--- config.mk ---
export PLATFORM = sky130hd
export DESIGN_NAME = quad8_shape_function_eval_top
export DESIGN_NICKNAME = d
export VERILOG_FILES = /design/src/hw/rtl/q8sf_pkg.sv /design/src/hw/rtl/quad8_shape_function_eval_top.sv
export SDC_FILE = /design/constraint.sdc
export NUM_CORES = 2
export LEC_CHECK = 0
export ABC_CLOCK_PERIOD_IN_PS = 25900
export BUFFER_PORTS_ARGS = -buffer_cell sky130_fd_sc_hd__buf_2
export CORE_AREA = 2 2 363 365
export DETAILED_ROUTE_END_ITERATION = 12
export DIE_AREA = 0 0 365 367
export PLACE_DENSITY = 0.68
export SLEW_MARGIN = 15
export SYNTH_ARGS = -nofsm -noshare
export SYNTH_HDL_FRONTEND = slang
export SYNTH_SLANG_ARGS = --single-unit
export TNS_END_PERCENT = 50
--- constraint.sdc ---
create_clock -name clk_i -period 25.9 [get_ports clk_i]
set_clock_uncertainty 0.05 [all_clocks]
set_input_delay 2.59 -clock clk_i [delete_from_list [all_inputs] [get_ports clk_i]]
set_output_delay 2.59 -clock clk_i [all_outputs]
set_load 0.02 [all_outputs]
--- src/hw/rtl/q8sf_pkg.sv ---
// ----------------------------------------------------------------------------
// q8sf_pkg
// Widths, node codes and arithmetic helpers for the Quad8 shape function
// evaluator.
// ----------------------------------------------------------------------------
package q8sf_pkg;

  localparam int FRAC_BITS = 14;
  localparam int COORD_W   = 16;   // input coordinate, Q1.14
  localparam int FACT_W    = 18;   // signed factor, magnitude up to 3.0
  localparam int MAG_W     = 16;   // factor magnitude
  localparam int PROD_W    = 2 * MAG_W;
  localparam int FULL_W    = PROD_W + MAG_W;
  localparam int OUT_W     = 17;   // Q2.14 result
  localparam int RND_W     = 20;   // rounded magnitude before saturation
  localparam int SH_W      = 6;
  localparam int NODE_W    = 3;
  localparam int TERMS     = 3;    // value, d/dxi, d/deta

  localparam logic signed [FACT_W-1:0] ONE = FACT_W'(1) <<< FRAC_BITS;
  localparam logic [RND_W-1:0] SAT_POS     = RND_W'((1 << (OUT_W - 1)) - 1);
  localparam logic [RND_W-1:0] SAT_NEG_MAG = RND_W'(1 << (OUT_W - 1));

  // node codes, counterclockwise from (-1,-1)
  localparam logic [NODE_W-1:0] N_SW = 3'd0;
  localparam logic [NODE_W-1:0] N_S  = 3'd1;
  localparam logic [NODE_W-1:0] N_SE = 3'd2;
  localparam logic [NODE_W-1:0] N_E  = 3'd3;
  localparam logic [NODE_W-1:0] N_NE = 3'd4;
  localparam logic [NODE_W-1:0] N_N  = 3'd5;
  localparam logic [NODE_W-1:0] N_NW = 3'd6;
  localparam logic [NODE_W-1:0] N_W  = 3'd7;
  localparam logic [NODE_W-1:0] N_FIRST = N_SW;
  localparam logic [NODE_W-1:0] N_LAST  = N_W;

  typedef struct packed {
    logic             neg;
    logic [1:0]       k;
    logic [MAG_W-1:0] ma;
    logic [MAG_W-1:0] mb;
    logic [MAG_W-1:0] mc;
  } term_t;

  typedef struct packed {
    logic              neg;
    logic [1:0]        k;
    logic [PROD_W-1:0] p;
    logic [MAG_W-1:0]  mc;
  } prod_t;

  typedef struct packed {
    logic              neg;
    logic [1:0]        k;
    logic [FULL_W-1:0] q;
  } full_t;

  function automatic logic signed [COORD_W-1:0] clamp_coord(
    logic signed [COORD_W-1:0] v
  );
    logic signed [FACT_W-1:0] w;
    logic signed [FACT_W-1:0] r;
    w = FACT_W'(v);
    if (w > ONE) begin
      r = ONE;
    end else if (w < -ONE) begin
      r = -ONE;
    end else begin
      r = w;
    end
    return r[COORD_W-1:0];
  endfunction

  function automatic logic [MAG_W-1:0] mag(logic signed [FACT_W-1:0] v);
    logic signed [FACT_W-1:0] a;
    a = v[FACT_W-1] ? -v : v;
    return a[MAG_W-1:0];
  endfunction

  // sign and magnitudes of neg * a * b * c / 2^(2*frac + k)
  function automatic term_t make_term(
    logic neg, logic [1:0] k,
    logic signed [FACT_W-1:0] a,
    logic signed [FACT_W-1:0] b,
    logic signed [FACT_W-1:0] c
  );
    term_t t;
    t.neg = neg ^ a[FACT_W-1] ^ b[FACT_W-1] ^ c[FACT_W-1];
    t.k   = k;
    t.ma  = mag(a);
    t.mb  = mag(b);
    t.mc  = mag(c);
    return t;
  endfunction

  // round half away from zero on the magnitude, saturate, apply sign
  function automatic logic signed [OUT_W-1:0] round_term(full_t f);
    logic [SH_W-1:0]   sh;
    logic [FULL_W-1:0] half;
    logic [FULL_W-1:0] sum;
    logic [RND_W-1:0]  r;
    logic [RND_W-1:0]  m;
    logic [RND_W-1:0]  neg_m;
    sh   = SH_W'(2 * FRAC_BITS) + SH_W'(f.k);
    half = FULL_W'(1) << (sh - SH_W'(1));
    sum  = f.q + half;
    r    = RND_W'(sum >> sh);
    if (f.neg) begin
      m = (r > SAT_NEG_MAG) ? SAT_NEG_MAG : r;
    end else begin
      m = (r > SAT_POS) ? SAT_POS : r;
    end
    neg_m = -m;
    return f.neg ? neg_m[OUT_W-1:0] : m[OUT_W-1:0];
  endfunction

endpackage

--- src/hw/rtl/quad8_shape_function_eval_top.sv ---
// ----------------------------------------------------------------------------
// quad8_shape_function_eval_top
// Serendipity Quad8 shape functions and their xi/eta derivatives at one point.
// ----------------------------------------------------------------------------
// One point (xi, eta) in Q1.14 goes in per transaction and eight results come
// out, one per node in order 0..7, with tlast on node 7. Coordinates beyond
// +-1.0 are clamped. The node sequencer issues one node a cycle into the
// datapath while the output is not held, and results leave at one per cycle
// on the same condition. The datapath is factor select, first multiply,
// second multiply, then round and saturate into the output register; each
// node leaves the sequencer and passes through these registers in that order.
// The next point is taken in the cycle that node 7 is issued, and a held
// output stalls the whole pipeline without loss.
module quad8_shape_function_eval_top
  import q8sf_pkg::*;
(
  input  logic        clk_i,
  input  logic        rst_ni,
  input  logic        s_axis_tvalid,
  output logic        s_axis_tready,
  input  logic [31:0] s_axis_tdata,   // xi_coord[15:0], eta_coord[31:16]
  output logic        m_axis_tvalid,
  input  logic        m_axis_tready,
  output logic [55:0] m_axis_tdata,   // shape_value[16:0], deriv_xi[33:17],
                                      // deriv_eta[50:34], zero fill
  output logic [2:0]  m_axis_tuser,   // node_index[2:0]
  output logic        m_axis_tlast
);

  // sequencer
  logic                      busy_q, busy_d;
  logic [NODE_W-1:0]         cnt_q, cnt_d;
  logic signed [COORD_W-1:0] x_q, y_q;
  logic                      adv, issue, last_issue, accept;

  // pipeline
  logic                      v1_q, v2_q, v3_q, m_valid_q;
  logic [NODE_W-1:0]         n1_q, n2_q, n3_q, m_node_q;
  term_t [TERMS-1:0]         s1_d, s1_q;
  prod_t [TERMS-1:0]         s2_q;
  full_t [TERMS-1:0]         s3_q;
  logic signed [OUT_W-1:0]   m_val_q, m_dx_q, m_dy_q;

  logic signed [FACT_W-1:0]  xs, ys, mx, px, my, py;
  logic signed [FACT_W-1:0]  c0, c2, c4, c6, x2y, y2x_n, y2x, x2y_n;

  assign adv        = !m_valid_q || m_axis_tready;
  assign issue      = busy_q && adv;
  assign last_issue = issue && (cnt_q == N_LAST);
  assign s_axis_tready = !busy_q || last_issue;
  assign accept     = s_axis_tvalid && s_axis_tready;

  always_comb begin
    busy_d = busy_q;
    cnt_d  = cnt_q;
    if (issue) begin
      cnt_d = cnt_q + NODE_W'(1);
    end
    if (last_issue) begin
      busy_d = 1'b0;
    end
    if (accept) begin
      busy_d = 1'b1;
      cnt_d  = N_FIRST;
    end
  end

  always_ff @(posedge clk_i or negedge rst_ni) begin
    if (!rst_ni) begin
      busy_q <= 1'b0;
      cnt_q  <= N_FIRST;
    end else begin
      busy_q <= busy_d;
      cnt_q  <= cnt_d;
    end
  end

  always_ff @(posedge clk_i) begin
    if (accept) begin
      x_q <= clamp_coord(s_axis_tdata[15:0]);
      y_q <= clamp_coord(s_axis_tdata[31:16]);
    end
  end

  // factor select
  assign xs    = FACT_W'(x_q);
  assign ys    = FACT_W'(y_q);
  assign mx    = ONE - xs;
  assign px    = ONE + xs;
  assign my    = ONE - ys;
  assign py    = ONE + ys;
  assign c0    = ONE + xs + ys;
  assign c2    = ONE - xs + ys;
  assign c4    = ONE - xs - ys;
  assign c6    = ONE + xs - ys;
  assign x2y   = (xs <<< 1) + ys;      // 2x + y
  assign y2x_n = ys - (xs <<< 1);      // y - 2x
  assign y2x   = xs + (ys <<< 1);      // x + 2y
  assign x2y_n = (ys <<< 1) - xs;      // 2y - x

  always_comb begin
    unique case (cnt_q)
      N_SW: begin
        s1_d[0] = make_term(1'b1, 2'd2, mx, my, c0);
        s1_d[1] = make_term(1'b0, 2'd2, my, x2y, ONE);
        s1_d[2] = make_term(1'b0, 2'd2, mx, y2x, ONE);
      end
      N_S: begin
        s1_d[0] = make_term(1'b0, 2'd1, mx, px, my);
        s1_d[1] = make_term(1'b1, 2'd0, xs, my, ONE);
        s1_d[2] = make_term(1'b1, 2'd1, mx, px, ONE);
      end
      N_SE: begin
        s1_d[0] = make_term(1'b1, 2'd2, px, my, c2);
        s1_d[1] = make_term(1'b1, 2'd2, my, y2x_n, ONE);
        s1_d[2] = make_term(1'b0, 2'd2, px, x2y_n, ONE);
      end
      N_E: begin
        s1_d[0] = make_term(1'b0, 2'd1, px, py, my);
        s1_d[1] = make_term(1'b0, 2'd1, my, py, ONE);
        s1_d[2] = make_term(1'b1, 2'd0, ys, px, ONE);
      end
      N_NE: begin
        s1_d[0] = make_term(1'b1, 2'd2, px, py, c4);
        s1_d[1] = make_term(1'b0, 2'd2, py, x2y, ONE);
        s1_d[2] = make_term(1'b0, 2'd2, px, y2x, ONE);
      end
      N_N: begin
        s1_d[0] = make_term(1'b0, 2'd1, mx, px, py);
        s1_d[1] = make_term(1'b1, 2'd0, xs, py, ONE);
        s1_d[2] = make_term(1'b0, 2'd1, mx, px, ONE);
      end
      N_NW: begin
        s1_d[0] = make_term(1'b1, 2'd2, mx, py, c6);
        s1_d[1] = make_term(1'b1, 2'd2, py, y2x_n, ONE);
        s1_d[2] = make_term(1'b0, 2'd2, mx, x2y_n, ONE);
      end
      N_W: begin
        s1_d[0] = make_term(1'b0, 2'd1, mx, py, my);
        s1_d[1] = make_term(1'b1, 2'd1, my, py, ONE);
        s1_d[2] = make_term(1'b1, 2'd0, ys, mx, ONE);
      end
      default: begin
        s1_d = '0;
      end
    endcase
  end

  // valid bits
  always_ff @(posedge clk_i or negedge rst_ni) begin
    if (!rst_ni) begin
      v1_q      <= 1'b0;
      v2_q      <= 1'b0;
      v3_q      <= 1'b0;
      m_valid_q <= 1'b0;
    end else if (adv) begin
      v1_q      <= issue;
      v2_q      <= v1_q;
      v3_q      <= v2_q;
      m_valid_q <= v3_q;
    end
  end

  // datapath
  always_ff @(posedge clk_i) begin
    if (adv) begin
      n1_q <= cnt_q;
      s1_q <= s1_d;
      n2_q <= n1_q;
      n3_q <= n2_q;
      m_node_q <= n3_q;
      for (int t = 0; t < TERMS; t++) begin
        s2_q[t].neg <= s1_q[t].neg;
        s2_q[t].k   <= s1_q[t].k;
        s2_q[t].p   <= PROD_W'(s1_q[t].ma) * PROD_W'(s1_q[t].mb);
        s2_q[t].mc  <= s1_q[t].mc;
        s3_q[t].neg <= s2_q[t].neg;
        s3_q[t].k   <= s2_q[t].k;
        s3_q[t].q   <= FULL_W'(s2_q[t].p) * FULL_W'(s2_q[t].mc);
      end
      m_val_q <= round_term(s3_q[0]);
      m_dx_q  <= round_term(s3_q[1]);
      m_dy_q  <= round_term(s3_q[2]);
    end
  end

  assign m_axis_tvalid = m_valid_q;
  assign m_axis_tdata  = {5'd0, m_dy_q, m_dx_q, m_val_q};
  assign m_axis_tuser  = m_node_q;
  assign m_axis_tlast  = (m_node_q == N_LAST);

  // a stalled stage keeps its transaction
  a_stall_hold : assert property (@(posedge clk_i) disable iff (!rst_ni)
    v3_q && !adv |=> v3_q)
    else $error("stage 3 lost a transaction during a stall");

  a_cnt_busy : assert property (@(posedge clk_i) disable iff (!rst_ni)
    cnt_q != N_FIRST |-> busy_q)
    else $error("node counter off start while idle");

  a_cnt_step : assert property (@(posedge clk_i) disable iff (!rst_ni)
    issue && cnt_q != N_LAST |=> busy_q && cnt_q == NODE_W'($past(cnt_q) + NODE_W'(1)))
    else $error("node sequencer skipped a node");

  a_node_order : assert property (@(posedge clk_i) disable iff (!rst_ni)
    m_axis_tvalid && m_axis_tready && !m_axis_tlast && v3_q |=>
      m_axis_tvalid && m_axis_tuser == NODE_W'($past(m_axis_tuser) + NODE_W'(1)))
    else $error("results out of node order");

endmodule

==> impl_results.rst <==
.. list-table::
   :header-rows: 1

   * - Metric
     - Value
   * - Run status
     - finished clean
   * - Mean instance size in the synthesized netlist
     - 8.89 um^2
   * - Most used cell along the critical path
     - fa_1
   * - HPWL after DPL
     - 158 mm
   * - Clock transition at path regs
     - 0.07 ns
   * - Transition time at the pin with the least slew margin
     - 1.22 ns
   * - IO Count
     - 98
   * - Floorplan die height
     - 367 um
   * - Total buffers and inverters traversed by the critical path
     - 4
   * - Number of slew-limit violations in the final report
     - 0
   * - Number of global-route vias before repair
     - 57,596
   * - Largest net degree at the start of global routing
     - 74
   * - Setup tns final
     - 0 ns
   * - Launch instance of the worst register-to-register path
     - s2_q[5]
   * - DRC Markers
     - 0
   * - Post-synth ARST share
     - 2.06%
   * - Max stage delay on crit path
     - 1.07 ns
   * - Setup repair after global routing missed its margin
     - no
   * - Average wire length per cell after detail routing
     - 21.1 um
   * - Flops & latches, synth
     - 389
   * - Area enclosed by the die boundary
     - 134,000 um^2
   * - Number of instances in the synthesized netlist
     - 8,019
   * - Fin crit share
     - 32.5%
   * - Worst-path cell with the longest stage delay
     - edfxtp_1
   * - Count of buffers added by post-CTS timing repair for setup
     - 0
   * - 1st-iter DRT viols
     - 5,295
   * - Number of warnings issued by yosys
     - 0
   * - First element of the critical path
     - s2_q[5]
   * - Worst-case setup slack after placement
     - 17.37 ns
   * - Max clock buf depth
     - 3
   * - Clock latency at the later pin of the worst-skew pair
     - 0.67 ns
   * - Layout net count
     - 9,511
   * - Clock tree from TritonCTS
     - built
   * - Post-synthesis sequential area ratio
     - 16.3%
   * - Number of placement rows
     - 133
   * - Routed Antenna Nets
     - 0
   * - Total GRT Usage
     - 30.8%
   * - Tightest Hold Check Type
     - reg -> reg
   * - Total number of vias
     - 57,154
   * - Layout overhead on the synthesized area
     - 4.91%
   * - Critical path cell sequence
     - and2_1 -> fa_1 -> inv_1 -> fa_1 -> fa_1 -> inv_1 -> fa_1 -> fa_1 -> inv_1 -> fa_1 -> inv_1 -> ha_1 -> a21o_1 -> a211oi_1 -> nor3_1 -> or4_1 -> o221ai_1 -> o22ai_1 -> a211oi_1 -> o311ai_1 -> a2111oi_0 -> nor3_1 -> xnor2_1
   * - Finish-stage setup viols
     - 0
   * - DRT Pass-1 Iters
     - 6
   * - Cell area after technology mapping
     - 71,300 um^2
   * - Sort of element at the start of the critical path
     - flop
   * - Fillers
     - 11,720
   * - Critical path class
     - reg -> reg
   * - Most used flip-flop cell after synthesis
     - edfxtp_1
   * - Leading cell type in the layout, fill and taps excluded
     - inv_1
   * - Arr. time, crit path
     - 8.79 ns
   * - Crit path setup slack, layout
     - 17.49 ns
   * - Hold buffer count at CTS
     - 0
   * - Antenna violations before repair
     - 9
   * - Number of port buffers
     - 92
   * - End point of the critical path
     - s3_q[47]
   * - Routability Congestion
     - 1.00
   * - Avg Vias per Cell
     - 5.91
   * - Critical-path maximum fanout
     - 32
   * - Die width
     - 365 um
   * - Total congestion overflow after global routing
     - 0
   * - Cells resized by post-CTS repair
     - 0
   * - Global-route wire length before repair
     - 323 mm
   * - Max Clock Freq
     - 119 MHz
   * - Core area
     - 130,000 um^2
   * - Final critical-path required period
     - 8.41 ns
   * - Root Buffer
     - clkbuf_16
   * - Worst Setup End Kind
     - flop
   * - Most used cells in the layout excluding fill and tap cells
     - inv_1, nand2_1, fa_1
   * - CTS H-tree depth
     - 2
   * - TritonCTS Buffers
     - 49
   * - Initial Utilization
     - 54.6%
   * - Worst-case headroom to the max-slew limit
     - 18.3%
   * - EDFF count, synth
     - 381
   * - Final number of hold-violating endpoints
     - 0
   * - End of the worst register-to-register path
     - s3_q[47]
   * - Number of maximum-capacitance constraint violations
     - 0
   * - Stages on the worst setup path
     - 23
   * - Ratio of cells with drive above 1 in the final layout
     - 4.58%
   * - Slack of the worst reg-to-reg path
     - 17.49 ns
   * - Path depth of the worst reg2reg path
     - 23
   * - Final WL
     - 204 mm
   * - Clock net sink count
     - 389
   * - Unique masters post-synth
     - 116
   * - Required arrival time at the worst endpoint
     - 26.28 ns
   * - Kind of cell adding the most delay to the critical path
     - adder cells
area by class of cell:
class / count / area, um^2 / area share (%)
Antenna cell: 2 / 5.00 / 0.00669
Clock buffer: 54 / 1250 / 1.68
Clock inverter: 35 / 499 / 0.668
Inverter: 1329 / 4990 / 6.67
Multi-Input combinational cell: 5922 / 53100 / 71.0
Sequential cell: 389 / 11600 / 15.6
Tap cell: 1755 / 2200 / 2.94
Timing Repair Buffer: 179 / 1120 / 1.50
synth_stat cells (20+ instances only):
| master | count | area (um^2) |
|---|---|---|
| a31oi_1 | 44 | 275 |
| o21ai_0 | 241 | 1210 |
| nand3_1 | 87 | 435 |
| nor2b_1 | 46 | 288 |
| and3_1 | 44 | 275 |
| o221ai_1 | 62 | 543 |
| nor4_1 | 35 | 219 |
| nand2_1 | 1093 | 4100 |
| mux2i_1 | 49 | 490 |
| buf_2 | 20 | 100 |
| or3_1 | 47 | 294 |
| o31ai_1 | 30 | 225 |
| edfxtp_1 | 381 | 11400 |
| or2_2 | 25 | 156 |
| a21oi_1 | 271 | 1360 |
| xor2_1 | 117 | 1020 |
| fa_1 | 1006 | 20100 |
| inv_1 | 1321 | 4960 |
| nand4_1 | 44 | 275 |
| a22oi_1 | 23 | 173 |
| nor3_1 | 120 | 601 |
| a221oi_1 | 25 | 219 |
| a21o_1 | 69 | 518 |
| o211ai_1 | 52 | 390 |
| nor2_1 | 347 | 1300 |
| clkbuf_1 | 330 | 1240 |
| o21a_1 | 42 | 315 |
| o22ai_1 | 38 | 238 |
| xnor2_1 | 345 | 3020 |
| and2_1 | 549 | 3430 |
| a211o_1 | 22 | 193 |
| a211oi_1 | 46 | 345 |
| ha_1 | 599 | 7490 |
| o21bai_1 | 26 | 195 |
| nand2b_1 | 64 | 400 |
state kept, by name (all words and copies together), names as in the netlist, 16 cells and up:
name and count:
s1_q 117, m_dy_q 17, m_dx_q 17, s3_q 72, m_val_q 17, y_q 16
s2_q 97, x_q 16
cells by family after synthesis:
family                     count (synthesis)  synth area share [%]
muxes                                     58                 0.836
xor gates and xnor gates                 463                  5.70
buffers and inverters                   1721                  9.33
AOI/OAI and AO/OA                       1199                  11.5
adders and majority gates               1606                  38.8
other                                      1               0.00526
DFF                                      389                  16.3
and+or+nand+nor                         2582                  17.5
per-stage QoR:
stage | std cells | cell area, um^2 | hold WS (ns) | util (%)
floorplan | 8032 | 71300 | 0.350 | -
global placement | 9573 | 73000 | 0.351 | 56.0
detailed placement | 9573 | 73000 | 0.355 | 56.0
CTS | 9662 | 74800 | 0.328 | 57.3
global route | 9664 | 74800 | 0.353 | 57.3
finish | 9665 | 74800 | 0.334 | 57.3
how the worst min path moves through the flow:
stage | to | slack (ns) | from | cells after the start
after global placement | s3_q[85] | 0.35 | s2_q[87] | 0
after detailed placement | n3_q[0] | 0.35 | n2_q[0] | 0
after floorplan | m_axis_tuser[0] | 0.35 | n3_q[0] | 0
after global routing | s3_q[79] | 0.35 | s2_q[81] | 0
after CTS | s3_q[79] | 0.33 | s2_q[81] | 0
final | s3_q[79] | 0.33 | s2_q[81] | 0
layer usage:
| metal | wire (um) | share of wire [%] | vias up | global-route usage, % |
|---|---|---|---|---|
| met3 | 17000 | 8.3 | 422 | 4.90 |
| met1 | 85900 | 42 | 28555 | 42.7 |
| met5 | 58 | 0.028 | - | 0 |
| li1 | - | - | 25737 | - |
| met4 | 7960 | 3.9 | 8 | 11.1 |
| met2 | 93200 | 46 | 2432 | 48.8 |
Power is not shown: default switching activity piles up to over one toggle a cycle in this logic, so the estimate is an artifact.
